<file path="config.mk">
export PLATFORM = sky130hd
export DESIGN_NAME = tx_slot_pool_with_stale_reclaim_core
export DESIGN_NICKNAME = d
export VERILOG_FILES = /design/src/rtl/tsp_pkg.sv /design/src/rtl/tsp_ctrl.sv /design/src/rtl/tsp_dpath.sv /design/src/rtl/tx_slot_pool_with_stale_reclaim_core.sv
export SDC_FILE = /design/constraint.sdc
export NUM_CORES = 1
export LEC_CHECK = 0
export ABC_AREA = 1
export BUFFER_PORTS_ARGS = -buffer_cell sky130_fd_sc_hd__clkbuf_2
export CAP_MARGIN = 10
export CORE_UTILIZATION = 45
export DETAILED_ROUTE_END_ITERATION = 10
export GPL_ROUTABILITY_DRIVEN = 0
export PLACE_DENSITY = 0.6
export SKIP_CTS_REPAIR_TIMING = 1
export SLEW_MARGIN = 25
export SYNTH_ARGS = -nofsm -noshare
export SYNTH_HDL_FRONTEND = slang
export SYNTH_SLANG_ARGS = --single-unit
</file>
<file path="constraint.sdc">
create_clock -name i_clk -period 7.2 [get_ports i_clk]
set_input_delay 1.44 -clock i_clk [delete_from_list [all_inputs] [get_ports i_clk]]
set_output_delay 1.44 -clock i_clk [all_outputs]
set_load 0.01 [all_outputs]
</file>
<file path="src/rtl/tsp_pkg.sv">
// Package for the transmit slot pool: sizes, status codes, controller states,
// the command and status bundles between controller and datapath.
// No dependencies; used by every module of the block.
package tsp_pkg;

    localparam int SLOT_COUNT    = 10;
    localparam int IDX_W         = 4;
    localparam int CNT_W         = $clog2(SLOT_COUNT + 1);
    localparam int TIME_W        = 48;
    localparam int LIMIT_W       = 24;
    localparam int MASK_W        = SLOT_COUNT;
    localparam int STATUS_W      = 2;
    localparam int IN_DATA_W     = 56;
    localparam int OUT_DATA_W    = 16;
    localparam logic [LIMIT_W-1:0] STALE_RESET_US = LIMIT_W'(2 * 1000 * 1000);

    typedef enum logic [STATUS_W-1:0] {
        ST_GRANTED      = 2'd0,
        ST_EXHAUSTED    = 2'd1,
        ST_RELEASED     = 2'd2,
        ST_OUT_OF_RANGE = 2'd3
    } t_status;

    typedef enum logic [2:0] {
        S_IDLE,
        S_EXEC,
        S_SWEEP,
        S_RETRY,
        S_RESULT
    } t_state;

    typedef struct packed {
        logic load;
        logic exec;
        logic sweep_step;
        logic retry;
        logic out_load;
    } t_cmd;

    typedef struct packed {
        logic is_release;
        logic grab_ok;
        logic sweep_done;
        logic out_free;
    } t_stat;

    typedef struct packed {
        logic             found;
        logic [IDX_W-1:0] idx;
    } t_free;

    // Lowest free slot of the busy mask.
    function automatic t_free first_free(input logic [SLOT_COUNT-1:0] busy);
        t_free res;
        res.found = 1'b0;
        res.idx   = '0;
        for (int i = SLOT_COUNT - 1; i >= 0; i--) begin
            if (!busy[i]) begin
                res.found = 1'b1;
                res.idx   = IDX_W'(i);
            end
        end
        return res;
    endfunction

endpackage

</file>
<file path="src/rtl/tsp_ctrl.sv">
// Controller state machine of the transmit slot pool.
// Depends on tsp_pkg; drives commands into tsp_dpath and reads its status.
module tsp_ctrl (
    input  logic           i_clk,
    input  logic           i_rst_n,
    input  logic           i_req_valid,
    output logic           o_req_ready,
    input  tsp_pkg::t_stat i_stat,
    output tsp_pkg::t_cmd  o_cmd
);

    tsp_pkg::t_state r_state;
    tsp_pkg::t_state n_state;

    always_ff @(posedge i_clk) begin
        if (!i_rst_n) begin
            r_state <= tsp_pkg::S_IDLE;
        end else begin
            r_state <= n_state;
        end
    end

    always_comb begin
        n_state = r_state;
        case (r_state)
            tsp_pkg::S_IDLE: begin
                if (i_req_valid) n_state = tsp_pkg::S_EXEC;
            end
            tsp_pkg::S_EXEC: begin
                if (i_stat.is_release || i_stat.grab_ok) n_state = tsp_pkg::S_RESULT;
                else n_state = tsp_pkg::S_SWEEP;
            end
            tsp_pkg::S_SWEEP: begin
                if (i_stat.sweep_done) n_state = tsp_pkg::S_RETRY;
            end
            tsp_pkg::S_RETRY: begin
                n_state = tsp_pkg::S_RESULT;
            end
            tsp_pkg::S_RESULT: begin
                if (i_stat.out_free) n_state = tsp_pkg::S_IDLE;
            end
            default: begin
                n_state = tsp_pkg::S_IDLE;
            end
        endcase
    end

    always_comb begin
        o_cmd       = '0;
        o_req_ready = 1'b0;
        case (r_state)
            tsp_pkg::S_IDLE: begin
                o_req_ready = 1'b1;
                o_cmd.load  = i_req_valid;
            end
            tsp_pkg::S_EXEC: begin
                o_cmd.exec = 1'b1;
            end
            tsp_pkg::S_SWEEP: begin
                o_cmd.sweep_step = 1'b1;
            end
            tsp_pkg::S_RETRY: begin
                o_cmd.retry = 1'b1;
            end
            tsp_pkg::S_RESULT: begin
                o_cmd.out_load = i_stat.out_free;
            end
            default: begin
                o_req_ready = 1'b0;
            end
        endcase
    end

endmodule

</file>
<file path="src/rtl/tsp_dpath.sv">
// Datapath of the transmit slot pool: request capture, busy mask, claim time
// memory, stale sweep with age compare, result and output registers.
// Depends on tsp_pkg; sequenced by tsp_ctrl.
module tsp_dpath (
    input  logic                            i_clk,
    input  logic                            i_rst_n,
    input  tsp_pkg::t_cmd                   i_cmd,
    output tsp_pkg::t_stat                  o_stat,
    input  logic                            i_func,
    input  logic [tsp_pkg::IDX_W-1:0]       i_slot_index,
    input  logic [tsp_pkg::TIME_W-1:0]      i_now_us,
    input  logic                            i_cfg_we,
    input  logic [tsp_pkg::LIMIT_W-1:0]     i_cfg_data,
    output logic                            o_out_valid,
    input  logic                            i_out_ready,
    output logic [tsp_pkg::STATUS_W-1:0]    o_status,
    output logic [tsp_pkg::IDX_W-1:0]       o_granted_slot,
    output logic [tsp_pkg::MASK_W-1:0]      o_reclaimed_mask
);

    logic                              r_func;
    logic [tsp_pkg::IDX_W-1:0]         r_slot;
    logic [tsp_pkg::TIME_W-1:0]        r_now;
    logic [tsp_pkg::LIMIT_W-1:0]       r_limit;
    logic [tsp_pkg::SLOT_COUNT-1:0]    r_busy;
    logic [tsp_pkg::SLOT_COUNT-1:0]    n_busy;
    logic [tsp_pkg::TIME_W-1:0]        r_claim_time [tsp_pkg::SLOT_COUNT];
    logic [tsp_pkg::TIME_W-1:0]        r_rd_data;
    logic [tsp_pkg::CNT_W-1:0]         r_idx;
    logic                              r_cmp_vld;
    logic [tsp_pkg::IDX_W-1:0]         r_cmp_idx;
    tsp_pkg::t_status                  r_status;
    tsp_pkg::t_status                  n_status;
    logic [tsp_pkg::IDX_W-1:0]         r_granted;
    logic [tsp_pkg::IDX_W-1:0]         n_granted;
    logic [tsp_pkg::MASK_W-1:0]        r_recl;
    logic                              r_out_vld;
    tsp_pkg::t_status                  r_out_status;
    logic [tsp_pkg::IDX_W-1:0]         r_out_granted;
    logic [tsp_pkg::MASK_W-1:0]        r_out_recl;

    tsp_pkg::t_free                    free;
    logic                              grab;
    logic                              slot_ok;
    logic                              rd_en;
    logic [tsp_pkg::TIME_W-1:0]        age;
    logic                              stale;

    assign free    = tsp_pkg::first_free(r_busy);
    assign grab    = (i_cmd.exec && !r_func) || i_cmd.retry;
    assign slot_ok = ({1'b0, r_slot} < (tsp_pkg::IDX_W + 1)'(tsp_pkg::SLOT_COUNT));
    assign rd_en   = i_cmd.sweep_step && (r_idx != tsp_pkg::CNT_W'(tsp_pkg::SLOT_COUNT));

    // The age wraps with the 48-bit time stamp.
    assign age   = r_now - r_rd_data;
    assign stale = r_cmp_vld && r_busy[r_cmp_idx] &&
                   (age > {{(tsp_pkg::TIME_W - tsp_pkg::LIMIT_W){1'b0}}, r_limit});

    assign o_stat.is_release = r_func;
    assign o_stat.grab_ok    = free.found;
    assign o_stat.sweep_done = (r_idx == tsp_pkg::CNT_W'(tsp_pkg::SLOT_COUNT)) && !r_cmp_vld;
    assign o_stat.out_free   = !r_out_vld || i_out_ready;

    always_comb begin
        n_busy    = r_busy;
        n_status  = r_status;
        n_granted = r_granted;
        if (i_cmd.exec && r_func) begin
            n_granted = '0;
            if (slot_ok) begin
                n_busy[r_slot] = 1'b0;
                n_status       = tsp_pkg::ST_RELEASED;
            end else begin
                n_status = tsp_pkg::ST_OUT_OF_RANGE;
            end
        end else if (grab) begin
            if (free.found) begin
                n_busy[free.idx] = 1'b1;
                n_status         = tsp_pkg::ST_GRANTED;
                n_granted        = free.idx;
            end else begin
                n_status  = tsp_pkg::ST_EXHAUSTED;
                n_granted = '0;
            end
        end else if (stale) begin
            n_busy[r_cmp_idx] = 1'b0;
        end
    end

    always_ff @(posedge i_clk) begin
        if (!i_rst_n) begin
            r_limit   <= tsp_pkg::STALE_RESET_US;
            r_busy    <= '0;
            r_idx     <= '0;
            r_cmp_vld <= 1'b0;
            r_out_vld <= 1'b0;
        end else begin
            if (i_cfg_we) r_limit <= i_cfg_data;
            r_busy <= n_busy;
            if (i_cmd.exec) begin
                r_idx     <= '0;
                r_cmp_vld <= 1'b0;
            end else if (i_cmd.sweep_step) begin
                // One slot is read while the previous one is compared.
                r_cmp_vld <= rd_en;
                if (rd_en) r_idx <= r_idx + 1'b1;
            end
            if (i_cmd.out_load) r_out_vld <= 1'b1;
            else if (i_out_ready) r_out_vld <= 1'b0;
        end
    end

    always_ff @(posedge i_clk) begin
        if (i_cmd.load) begin
            r_func <= i_func;
            r_slot <= i_slot_index;
            r_now  <= i_now_us;
        end
        r_status  <= n_status;
        r_granted <= n_granted;
        if (i_cmd.exec) r_recl <= '0;
        else if (stale) r_recl[r_cmp_idx] <= 1'b1;
        if (rd_en) r_cmp_idx <= r_idx[tsp_pkg::IDX_W-1:0];
        if (i_cmd.out_load) begin
            r_out_status  <= r_status;
            r_out_granted <= r_granted;
            r_out_recl    <= r_recl;
        end
    end

    // Claim time memory: written on a grant, read one slot a cycle in a sweep.
    always_ff @(posedge i_clk) begin
        if (grab && free.found) r_claim_time[free.idx] <= r_now;
    end

    always_ff @(posedge i_clk) begin
        if (rd_en) r_rd_data <= r_claim_time[r_idx[tsp_pkg::IDX_W-1:0]];
    end

    assign o_out_valid      = r_out_vld;
    assign o_status         = r_out_status;
    assign o_granted_slot   = r_out_granted;
    assign o_reclaimed_mask = r_out_recl;

endmodule

</file>
<file path="src/rtl/tx_slot_pool_with_stale_reclaim_core.sv">
// Top level of the transmit slot pool with stale reclaim.
// Claim or release, no sweep: S_IDLE loads, S_EXEC executes, S_RESULT registers the result.
// Claim on a full pool: S_SWEEP reads the one-read-port claim time memory, then S_RETRY.
// One request in flight: a new one is taken only after S_RESULT, also while a result waits.
// Synchronous active-low reset frees all slots and loads the stale limit with 2000000 us.
// Depends on tsp_pkg, tsp_ctrl and tsp_dpath.
module tx_slot_pool_with_stale_reclaim_core (
    input  logic                               i_clk,
    input  logic                               i_rst_n,
    input  logic                               s_tvalid,
    output logic                               s_tready,
    input  logic [tsp_pkg::IN_DATA_W-1:0]      s_tdata,  // slot_index[3:0], now_us[51:4], zero
    input  logic                               s_tuser,  // func
    output logic                               m_tvalid,
    input  logic                               m_tready,
    output logic [tsp_pkg::OUT_DATA_W-1:0]     m_tdata,  // granted_slot[3:0], reclaimed_mask[13:4]
    output logic [tsp_pkg::STATUS_W-1:0]       m_tuser,  // status
    input  logic                               i_cfg_valid,
    output logic                               o_cfg_ready,
    input  logic [tsp_pkg::LIMIT_W-1:0]        i_cfg_data
);

    tsp_pkg::t_cmd                   cmd;
    tsp_pkg::t_stat                  stat;
    logic [tsp_pkg::IDX_W-1:0]       granted_slot;
    logic [tsp_pkg::MASK_W-1:0]      reclaimed_mask;

    assign o_cfg_ready = 1'b1;

    tsp_ctrl u_ctrl (
        .i_clk       (i_clk),
        .i_rst_n     (i_rst_n),
        .i_req_valid (s_tvalid),
        .o_req_ready (s_tready),
        .i_stat      (stat),
        .o_cmd       (cmd)
    );

    tsp_dpath u_dpath (
        .i_clk            (i_clk),
        .i_rst_n          (i_rst_n),
        .i_cmd            (cmd),
        .o_stat           (stat),
        .i_func           (s_tuser),
        .i_slot_index     (s_tdata[tsp_pkg::IDX_W-1:0]),
        .i_now_us         (s_tdata[tsp_pkg::IDX_W +: tsp_pkg::TIME_W]),
        .i_cfg_we         (i_cfg_valid),
        .i_cfg_data       (i_cfg_data),
        .o_out_valid      (m_tvalid),
        .i_out_ready      (m_tready),
        .o_status         (m_tuser),
        .o_granted_slot   (granted_slot),
        .o_reclaimed_mask (reclaimed_mask)
    );

    assign m_tdata = {{(tsp_pkg::OUT_DATA_W - tsp_pkg::IDX_W - tsp_pkg::MASK_W){1'b0}},
                      reclaimed_mask, granted_slot};

endmodule

</file>
==> flow_metrics.py, run 1 <==
metrics = {
    "outcome": {
        "status": "complete, no violations",
    },
    "floorplanning": {
        "core_area_mm2": 0.06458,
        "initial_utilization_pct": 45.62,
        "rows": 93,
        "die_area_mm2": 0.06650,
        "fp.dieH_um": 257.9,
        "die_w_um": 257.9,
        "io_pins": 107,
    },
    "power": {
        "peakVddDrop_mv": 0.1755,
        "p_seq_share_pct": 51.9,
        "intPower_w": 0.006554,
        "cellPowerDensity_mw_per_mm2": 255.2,
        "leakagePower_nw": 12.43,
        "clockPowerShare_pct": 41.8,
        "finalPower_w": 0.008457,
        "pwr-share-comb_pct": 6.4,
        "switchingPower_w": 0.001903,
        "netSwitchingFraction_pct": 22.50,
    },
    "clock_tree": {
        "cts_max_path_buffers": 3,
        "cts-htree-levels": 3,
        "clock_sinks": 660,
        "insertion_delay_ns": 0.61,
        "cts_buffers": 71,
        "clkTransAtPathRegs_ns": 0.06,
        "cts-root-buf": "clkbuf_16",
        "cts_tree": "done",
    },
    "grt": {
        "grt_use_total_pct": 21.26,
        "grt_max_degree": 131,
        "antenna_found_initial": 0,
        "grt_pass1_wl_mm": 109.3,
        "grt_overflow": 0,
        "grt_pass1_vias": 19524,
    },
    "final_layout": {
        "final_nets": 2955,
        "antenna_cells": 0,
        "layout-drive-gt1-share_pct": 9.947,
        "fillers": 5637,
        "final_util_pct": 51.32,
        "area_growth_pct": 12.49,
    },
    "drt": {
        "firstDrtPassIters": 5,
        "ant_nets": 0,
        "vias": 19967,
        "drt_wl_total_mm": 70.10,
        "drt-vias-per-instance": 5.396,
        "route.detailed.drc": 0,
        "wl_per_cell_um": 18.95,
        "initialDrtViolationCount": 1650,
    },
    "sta": {
        "skew_ns": 0.01894,
        "timing.fmax_mhz": 210.9,
        "slew_violations": 0,
        "finalSetupViolCount": 0,
        "rsz0062_at_grt": "no",
        "fin_crit_sh_pct": 65.84,
        "final.setup.tns_ns": 0,
        "worst_slew_pin_slew_ns": 1.002,
        "whs_ns": 0.4208,
        "slew_headroom_pct": 33.21,
        "hold_viol": 0,
        "min_period_ns": 4.741,
    },
    "setup_path": {
        "worstRegToRegCells": 24,
        "crit_path_start_kind": "register",
        "worstPathRequired_ns": 7.74,
        "end_kind": "register",
        "arrival_ns": 5.28,
        "critical_path_class": "reg2reg",
        "worst-path-max-fanout": 20,
    },
    "placed_design": {
        "dp_hpwl_mm": 42.47,
        "portBuffers": 99,
    },
    "synthesis": {
        "synth_warnings": 0,
        "synthFlopType": "edfxtp_1",
        "synth_edf_count": 603,
        "async_reset_ff_share_pct": 0,
        "synth_seq_cells": 660,
        "synth_seq_area_share_pct": 65.33,
        "syn_inst": 2705,
        "avgSynthCellArea_um2": 10.89,
        "syn_area_mm2": 0.02946,
        "ys_types": 45,
    },
    "worst_hold_path": {
        "worstHoldPathCells": 0,
        "min_path_type": "reg2reg",
    },
    "run": {
        "cap_violations": 0,
    },
}
final timing paths:
path | start | endpoint | slack (ns)
min | u_dpath.r_status[0]$_DFFE_PP_ | u_dpath.o_status[0]$_DFFE_PP_ | 0.42
min reg2reg | u_dpath.r_status[0]$_DFFE_PP_ | u_dpath.o_status[0]$_DFFE_PP_ | 0.42
max reg2reg | u_dpath.r_now[0]$_DFFE_PP_ | u_dpath.r_busy[8]$_SDFFE_PN0P_ | 2.46
max | u_dpath.r_now[0]$_DFFE_PP_ | u_dpath.r_busy[8]$_SDFFE_PN0P_ | 2.46
power by group through the flow:
stage	logic, W	clock network (W)	registers (W)
3_5_place_dp	0.000536	0	0.00447
6_report	0.000538	0.00353	0.00439
3_3_place_gp	0.000523	0	0.00446
5_1_grt	0.000610	0.00375	0.00440
2_1_floorplan	0.000369	0	0.00443
4_1_cts	0.000539	0.00361	0.00439
cell usage after synthesis, drive strengths merged (2+ instances only):
cell      n  area (um^2)
o21bai    5        37.54
o21ai   294         1471
nand3    77        410.4
a22oi     7        52.55
inv     303         1137
clkinv    2        7.510
dfxtp    57         1141
xor2     21        183.9
buf      20        111.4
a21oi   111        559.3
conb      2        7.510
nand4    12        75.07
a31oi     7        43.79
nand3b    4        30.03
o22ai    38        237.7
clkbuf   87        326.6
xnor2     3        26.28
ha       73        913.4
nor2    364         1389
mux2i    60        600.6
nor4      3        18.77
o31ai     2        15.01
edfxtp  603        18110
o221ai   60        525.5
nand2   422         1624
o21a     11        82.58
a221oi    2        17.52
nor3     48        245.2
critical path, cell delays in order (launching register included):
cell and delay, ns:
edfxtp_1 0.54, inv_1 0.11, ha_1 0.15, inv_1 0.10, fa_1 0.42, nand2_1 0.08
nand2_1 0.11, nand3_1 0.13, nand2_2 0.11, nand2_1 0.09, nand2_2 0.10, xor2_1 0.20
ha_1 0.30, nand4_1 0.14, nor3_1 0.30, nand4_1 0.19, a21oi_1 0.25, nand3_1 0.09
nor2_1 0.10, nand3_1 0.14, nand2_1 0.32, nand2_2 0.34, nand3_1 0.15, nand2_1 0.07
nor2_1 0.13
registers in the layout, summed over array words and instances, names as in the netlist, 2 cells and up:
name,count
u_ctrl.r_state,3
u_dpath.o_granted_slot,4
u_dpath.o_reclaimed_mask,10
u_dpath.o_status,2
u_dpath.r_busy,10
u_dpath.r_claim_time,480
u_dpath.r_cmp_idx,4
u_dpath.r_granted,4
u_dpath.r_idx,4
u_dpath.r_limit,24
u_dpath.r_now,48
u_dpath.r_rd_data,48
u_dpath.r_recl,10
u_dpath.r_slot,4
u_dpath.r_status,2
metal layers:
layer / part of all wire [%] / track usage [%] / vias to the layer above / wire length, um
li1: - / - / 9609 / -
met1: 45 / 29.37 / 9694 / 31770
met2: 46 / 34.36 / 552 / 32590
met3: 5.6 / 3.455 / 112 / 3947
met4: 2.6 / 6.788 / 0 / 1798
met5: 0 / 0 / - / 0
per-stage QoR:
stage          instance area [um^2]  setup slack [ns]  cells
6_report                      33140             2.459   3700
5_1_grt                       33140             1.948   3700
4_1_cts                       33140             2.504   3700
3_5_place_dp                  30900             2.520   3577
3_3_place_gp                  30900             2.650   3577
2_1_floorplan                 29470             1.682   2706
area by class of cell:
| class | instances | area (um^2) | area share, % |
|---|---|---|---|
| Clock buffer | 86 | 1876 | 5.659 |
| Timing Repair Buffer | 123 | 688.2 | 2.076 |
| Inverter | 305 | 1150 | 3.470 |
| Sequential cell | 660 | 19260 | 58.11 |
| Tap cell | 855 | 1070 | 3.228 |
| Clock inverter | 37 | 364.1 | 1.099 |
| Multi-Input combinational cell | 1634 | 8736 | 26.36 |
logic make-up (layout without fill, tap and decap cells):
kind of cell	after synthesis	in the layout	synth area share (%)
simple gates	932	932	12.91
compound gates	541	541	10.43
flops	660	660	65.33
other cells	2	3	0.02549
buf+inv	412	551	5.372
xor+xnor	24	24	0.7135
fa+ha+maj	74	74	3.168
mux	60	60	2.038
cell usage in the layout (no fill, tap or decap), types with 11 or more instances in the layout:
master,Yosys,layout
edfxtp_1,603,603
xor2_1,21,21
clkinv_2,0,16
dfxtp_1,57,54
clkbuf_1,87,13
nand4_1,12,12
inv_1,300,297
o21ai_0,290,290
nor3_1,47,46
a21oi_1,110,110
nand2_2,16,16
nor2_1,355,345
o22ai_1,38,38
o221ai_1,60,60
mux2i_1,60,60
clkbuf_2,0,99
nand2_1,406,406
nand3_1,72,72
o21a_1,11,11
buf_4,4,23
ha_1,73,73
clkbuf_16,0,73
(Power assumes the default switching activity.)
==> run 2: changes to the inputs <==
==> constraint.sdc (replaced) <==
create_clock -name i_clk -period 4.8 [get_ports i_clk]
set_input_delay 0.96 -clock i_clk [delete_from_list [all_inputs] [get_ports i_clk]]
set_output_delay 0.96 -clock i_clk [all_outputs]
set_load 0.01 [all_outputs]
==> flow_metrics.py, run 2 (same netlist as run 1, synthesis figures left out) <==
metrics = {
    "outcome": {
        "status": "complete, no violations",
    },
    "power": {
        "intPower_w": 0.009701,
        "leakagePower_nw": 12.47,
        "p_seq_share_pct": 52.3,
        "pwr-share-comb_pct": 6.6,
        "netSwitchingFraction_pct": 22.85,
        "clockPowerShare_pct": 41.1,
        "peakVddDrop_mv": 0.2367,
        "cellPowerDensity_mw_per_mm2": 377.7,
        "switchingPower_w": 0.002874,
    },
    "floorplanning": {
        "io_pins": 107,
        "rows": 93,
        "die_w_um": 257.9,
        "fp.dieH_um": 257.9,
        "die_area_mm2": 0.06650,
        "core_area_mm2": 0.06458,
        "initial_utilization_pct": 45.62,
    },
    "final_layout": {
        "most-common-layout-cells": "603 x edfxtp_1, 406 x nand2_1, 345 x nor2_1",
        "antenna_cells": 0,
        "layout-drive-gt1-share_pct": 9.797,
        "final_nets": 2966,
        "largest_register": "u_dpath.r_claim_time",
        "final_common_cell": "edfxtp_1",
        "multiInputGateArea_mm2": 0.008747,
        "reg_top3": "u_dpath.r_claim_time x480, u_dpath.r_now x48, u_dpath.r_rd_data x48",
        "largest_reg_flops": 480,
        "area_growth_pct": 13.00,
        "regArea_mm2": 0.01926,
        "fillers": 5573,
    },
    "drt": {
        "initialDrtViolationCount": 1804,
        "drt_wl_total_mm": 70.76,
        "firstDrtPassIters": 6,
        "vias": 19972,
        "wl_per_cell_um": 19.06,
        "route.detailed.drc": 0,
        "drt-vias-per-instance": 5.379,
        "ant_nets": 0,
    },
    "setup_path": {
        "arrival_ns": 4.82,
        "ff2ff_setup_slack_ns": 0.48,
        "reg2reg_to": "u_dpath.r_recl[2]$_SDFFE_PN0P_",
        "critical_path.top_delay_family": "simple AND/OR/NAND/NOR gates",
        "slowest_delay_ns": 0.52,
        "end_kind": "register",
        "crit_cells": 23,
        "worst-path-max-fanout": 11,
        "crit_path_frequent_cell": "nand2_1",
        "crit_slowest_cell": "edfxtp_1",
        "crit_path_start_kind": "register",
        "critPathBufInv": 3,
        "cp_cell_sequence": "inv_1 > ha_1 > inv_1 > fa_1 > nand2_1 > nand2_1 > nand3_1 > nand2_2 > nand2_1 > nand2_2 > xor2_1 > ha_1 > nand4_1 > nor3_1 > nand4_1 > a21oi_1 > nand3_1 > nor2_1 > nand3_1 > nand2_1 > buf_4 > nor2_1 > o21a_1",
        "worstRegToRegCells": 23,
        "r2r_start": "u_dpath.r_now[0]$_DFFE_PP_",
        "worstPathRequired_ns": 5.30,
        "critical_path_class": "reg2reg",
    },
    "sta": {
        "hold_viol": 0,
        "slew_headroom_pct": 31.02,
        "layout_setup_ws_ns": 0.4763,
        "worst_slew_pin_slew_ns": 1.035,
        "final.setup.tns_ns": 0,
        "min_period_ns": 4.324,
        "slew_violations": 0,
        "timing.fmax_mhz": 231.3,
        "skew_ns": 0.02663,
        "rsz0062_at_grt": "no",
        "finalSetupViolCount": 0,
        "fin_crit_sh_pct": 90.08,
    },
    "worst_hold_path": {
        "worstHoldPathCells": 0,
        "hp-start": "u_dpath.r_status[1]$_SDFFCE_PP1P_",
        "hold_end": "u_dpath.o_status[1]$_DFFE_PP_",
        "min_path_type": "reg2reg",
    },
    "grt": {
        "antenna_found_initial": 0,
        "grt_use_total_pct": 21.31,
        "grt_overflow": 0,
        "grt_pass1_wl_mm": 109.1,
        "grt_max_degree": 124,
        "grt_pass1_vias": 19407,
    },
    "clock_tree": {
        "insertion_delay_ns": 0.63,
        "cts_buffers": 71,
        "cts-htree-levels": 3,
        "clock_sinks": 660,
        "cts_max_path_buffers": 3,
        "cts-root-buf": "clkbuf_16",
        "clkTransAtPathRegs_ns": 0.06,
        "cts_tree": "done",
    },
    "placed_design": {
        "post-place-ws_ns": 0.4837,
        "dp_hpwl_mm": 43.36,
        "portBuffers": 99,
    },
    "run": {
        "cap_violations": 0,
    },
}
run 2: cell count changes in the layout (fill, tap and decap cells not counted), sizes merged:
| cell | previous run | this run |
|---|---|---|
| buf | 24 | 35 |
| clkinv | 23 | 32 |
| clkinvlp | 6 | 3 |
| bufinv | 6 | 4 |
| clkbuf | 185 | 184 |
| inv | 307 | 306 |
run 2: metal layers:
layer | global-route usage (%) | vias to the layer above | part of all wire (%)
li1 | - | 9653 | -
met1 | 29.14 | 9541 | 44
met2 | 34.09 | 620 | 47
met3 | 3.259 | 158 | 5.7
met4 | 8.679 | 0 | 3.5
met5 | 0 | - | 0
run 2: layout make-up:
cell class              instances  share of cell area (%)
repair buffers                134                   2.638
clock inverters                40                   1.018
flip-flops and latches        660                   57.85
multi-input cells            1634                   26.27
well taps                     855                   3.213
clock buffers                  85                   5.558
inverters                     305                   3.454
run 2: metrics by stage:
step / instance area [um^2] / total power (W) / hold slack, ns / utilization (%) / instances
2_1_floorplan: 29480 / 0.007202 / 0.4003 / - / 2706
3_3_place_gp: 31070 / 0.007490 / 0.4021 / 48.11 / 3587
3_5_place_dp: 31070 / 0.007516 / 0.4093 / 48.11 / 3587
4_1_cts: 33260 / 0.01269 / 0.4226 / 51.50 / 3712
5_1_grt: 33290 / 0.01301 / 0.4356 / 51.55 / 3713
6_report: 33290 / 0.01257 / 0.4191 / 51.55 / 3713
run 2: worst max path at each step:
stage                                             start                              to  slack [ns]
after floorplan           u_dpath.r_idx[0]$_SDFFE_PP0P_   u_dpath.r_idx[3]$_SDFFE_PP0P_        0.57
after global placement       u_dpath.r_now[0]$_DFFE_PP_  u_dpath.r_busy[6]$_SDFFE_PN0P_        0.53
after detailed placement     u_dpath.r_now[0]$_DFFE_PP_  u_dpath.r_busy[2]$_SDFFE_PN0P_        0.48
after CTS                    u_dpath.r_now[0]$_DFFE_PP_  u_dpath.r_busy[2]$_SDFFE_PN0P_        0.43
after global routing         u_dpath.r_now[0]$_DFFE_PP_  u_dpath.r_busy[9]$_SDFFE_PN0P_        0.05
final                        u_dpath.r_now[0]$_DFFE_PP_  u_dpath.r_recl[2]$_SDFFE_PN0P_        0.48
run 2: power by group through the flow:
stage	clock network, W	logic, W	registers [W]
CTS	0.00529	0.000827	0.00657
detailed placement	0	0.000822	0.00669
global placement	0	0.000806	0.00668
finish	0.00517	0.000828	0.00657
global route	0.00549	0.000934	0.00659
floorplan	0	0.000554	0.00665
==> run 3: changes to the inputs <==
--- a/config.mk
+++ b/config.mk
@@ -8,10 +8,12 @@
 export ABC_AREA = 1
 export BUFFER_PORTS_ARGS = -buffer_cell sky130_fd_sc_hd__clkbuf_2
 export CAP_MARGIN = 10
-export CORE_UTILIZATION = 45
+export CELL_PAD_IN_SITES_DETAIL_PLACEMENT = 0
+export CELL_PAD_IN_SITES_GLOBAL_PLACEMENT = 1
+export CORE_UTILIZATION = 35
 export DETAILED_ROUTE_END_ITERATION = 10
 export GPL_ROUTABILITY_DRIVEN = 0
-export PLACE_DENSITY = 0.6
+export PLACE_DENSITY = 0.58
 export SKIP_CTS_REPAIR_TIMING = 1
 export SLEW_MARGIN = 25
 export SYNTH_ARGS = -nofsm -noshare
==> flow_metrics.py, run 3 (same netlist as run 1, synthesis figures left out) <==
metrics = {
    "drt": {
        "vias": 19870,
        "firstDrtPassIters": 7,
        "route.detailed.drc": 0,
        "drt_wl_total_mm": 79.43,
        "drt-vias-per-instance": 5.006,
        "wl_per_cell_um": 20.01,
        "ant_nets": 0,
        "initialDrtViolationCount": 1412,
    },
    "setup_path": {
        "crit_path_start_kind": "register",
        "cp_cell_sequence": "ha_1 > nand2_1 > inv_2 > a21oi_1 > o21ai_1 > inv_1 > nand2_2 > xor2_1 > ha_1 > nand4_1 > nor3_1 > nand4_1 > a21oi_1 > buf_4 > nand3_1 > nor2_1 > nand3_1 > nand2_1 > nand2_4 > a21oi_1 > nor2_1",
        "end_kind": "register",
        "slowest_delay_ns": 0.55,
        "arrival_ns": 4.98,
        "worst-path-max-fanout": 20,
        "crit_path_frequent_cell": "a21oi_1",
        "critical_path_class": "reg2reg",
        "critPathBufInv": 3,
        "critical_path.top_delay_family": "simple AND/OR/NAND/NOR gates",
        "worstPathRequired_ns": 5.30,
        "crit_slowest_cell": "edfxtp_1",
    },
    "final_layout": {
        "final_common_cell": "edfxtp_1",
        "most-common-layout-cells": "603 x edfxtp_1, 406 x nand2_1, 345 x nor2_1",
        "area_growth_pct": 15.70,
        "largest_register": "u_dpath.r_claim_time",
        "layout-drive-gt1-share_pct": 11.25,
        "reg_top3": "u_dpath.r_claim_time x480, u_dpath.r_now x48, u_dpath.r_rd_data x48",
        "final_nets": 2990,
        "final_cells": 3969,
        "final_area_mm2": 0.03409,
        "largest_reg_flops": 480,
    },
    "clock_tree": {
        "cts_tree": "done",
        "clkTransAtPathRegs_ns": 0.06,
        "cts-root-buf": "clkbuf_16",
        "cts_max_path_buffers": 3,
        "insertion_delay_ns": 0.62,
        "cts_buffers": 73,
        "clock_sinks": 660,
        "cts-htree-levels": 3,
    },
    "grt": {
        "grt_max_degree": 120,
        "grt_pass1_wl_mm": 120.5,
        "grt_use_total_pct": 18.73,
        "antenna_found_initial": 1,
        "grt_pass1_vias": 19806,
        "grt_overflow": 0,
    },
    "sta": {
        "finalSetupViolCount": 0,
        "timing.fmax_mhz": 223.2,
        "hold_viol": 0,
        "slew_violations": 0,
        "whs_ns": 0.4180,
        "slew_headroom_pct": 33.22,
        "worst_slew_pin_slew_ns": 0.9980,
        "rsz0062_at_grt": "no",
        "min_period_ns": 4.480,
        "fin_crit_sh_pct": 93.33,
        "skew_ns": 0.02285,
        "final.setup.tns_ns": 0,
    },
    "floorplanning": {
        "io_pins": 107,
        "rows": 106,
        "die_area_mm2": 0.08534,
        "die_w_um": 292.1,
        "core_area_mm2": 0.08342,
        "initial_utilization_pct": 35.32,
        "fp.dieH_um": 292.1,
    },
    "power": {
        "switchingPower_w": 0.003002,
        "finalPower_w": 0.01312,
        "intPower_w": 0.01012,
        "cellPowerDensity_mw_per_mm2": 384.8,
        "clockPowerShare_pct": 43.2,
        "peakVddDrop_mv": 0.2346,
        "netSwitchingFraction_pct": 22.89,
        "leakagePower_nw": 12.74,
        "pwr-share-comb_pct": 6.7,
        "p_seq_share_pct": 50.1,
    },
    "worst_hold_path": {
        "min_path_type": "reg2reg",
    },
    "placed_design": {
        "dp.cells": 3827,
        "portBuffers": 99,
        "dpl_cell_area_mm2": 0.03154,
        "dp_hpwl_mm": 49.86,
    },
    "run": {
        "cap_violations": 0,
    },
    "outcome": {
        "status": "complete, no violations",
    },
}
[run 3: cell count changes in the layout (fill, tap and decap cells not counted), moves of 4 or more]
cell / previous run / this run
clkinv_2: 5 / 14
buf_12: 8 / 14
clkbuf_16: 72 / 77
clkinv_1: 23 / 15
buf_4: 26 / 43
clkbuf_1: 13 / 9
[run 3: area by class of cell]
class | instances | area (um^2)
Tap cell | 1080 | 1351
Fill cell | 7920 | 49340
Antenna cell | 1 | 2.502
Inverter | 305 | 1151
Sequential cell | 660 | 19260
Multi-Input combinational cell | 1634 | 8767
Clock buffer | 89 | 2002
Clock inverter | 44 | 456.7
Timing Repair Buffer | 156 | 1099
[run 3: path summary, 6_finish.rpt]
check / startpoint / slack (ns) / end / cells after the start
min: u_dpath.r_status[1]$_SDFFCE_PP1P_ / 0.42 / u_dpath.o_status[1]$_DFFE_PP_ / 0
max reg2reg: u_dpath.r_now[10]$_DFFE_PP_ / 0.32 / u_dpath.r_busy[7]$_SDFFE_PN0P_ / 21
min reg2reg: u_dpath.r_status[1]$_SDFFCE_PP1P_ / 0.42 / u_dpath.o_status[1]$_DFFE_PP_ / 0
max: u_dpath.r_now[10]$_DFFE_PP_ / 0.32 / u_dpath.r_busy[7]$_SDFFE_PN0P_ / 21
[run 3: routing by layer]
metal | up-vias | share of wire [%] | GRT usage (%)
met5 | - | 0 | 0
met4 | 0 | 2.1 | 5.481
met3 | 95 | 4.2 | 2.801
met2 | 403 | 47 | 30.85
met1 | 9665 | 47 | 25.55
li1 | 9707 | - | -
[run 3: worst register-to-register path: stages, from the launching register on]
cell	delay, ns
edfxtp_1	0.55
ha_1	0.45
nand2_1	0.14
inv_2	0.04
a21oi_1	0.25
o21ai_1	0.12
inv_1	0.08
nand2_2	0.08
xor2_1	0.36
ha_1	0.23
nand4_1	0.17
nor3_1	0.31
nand4_1	0.17
a21oi_1	0.26
buf_4	0.16
nand3_1	0.06
nor2_1	0.12
nand3_1	0.17
nand2_1	0.18
nand2_4	0.17
a21oi_1	0.20
nor2_1	0.07
[run 3: per-stage QoR]
stage / worst slack (ns) / utilization, %
3_3_place_gp: 0.2392 / 37.81
6_report: 0.3199 / 40.86
5_1_grt: 0.007749 / 40.86
2_1_floorplan: 0.5662 / -
3_5_place_dp: 0.1634 / 37.81
4_1_cts: 0.1535 / 40.76
[run 3: power groups by stage]
stage / Combinational [W] / Sequential [W] / Clock (W)
global route: 0.00101 / 0.00658 / 0.00604
global placement: 0.000874 / 0.00668 / 0
floorplan: 0.000554 / 0.00665 / 0
finish: 0.000884 / 0.00657 / 0.00567
CTS: 0.000884 / 0.00657 / 0.00582
detailed placement: 0.000881 / 0.00669 / 0
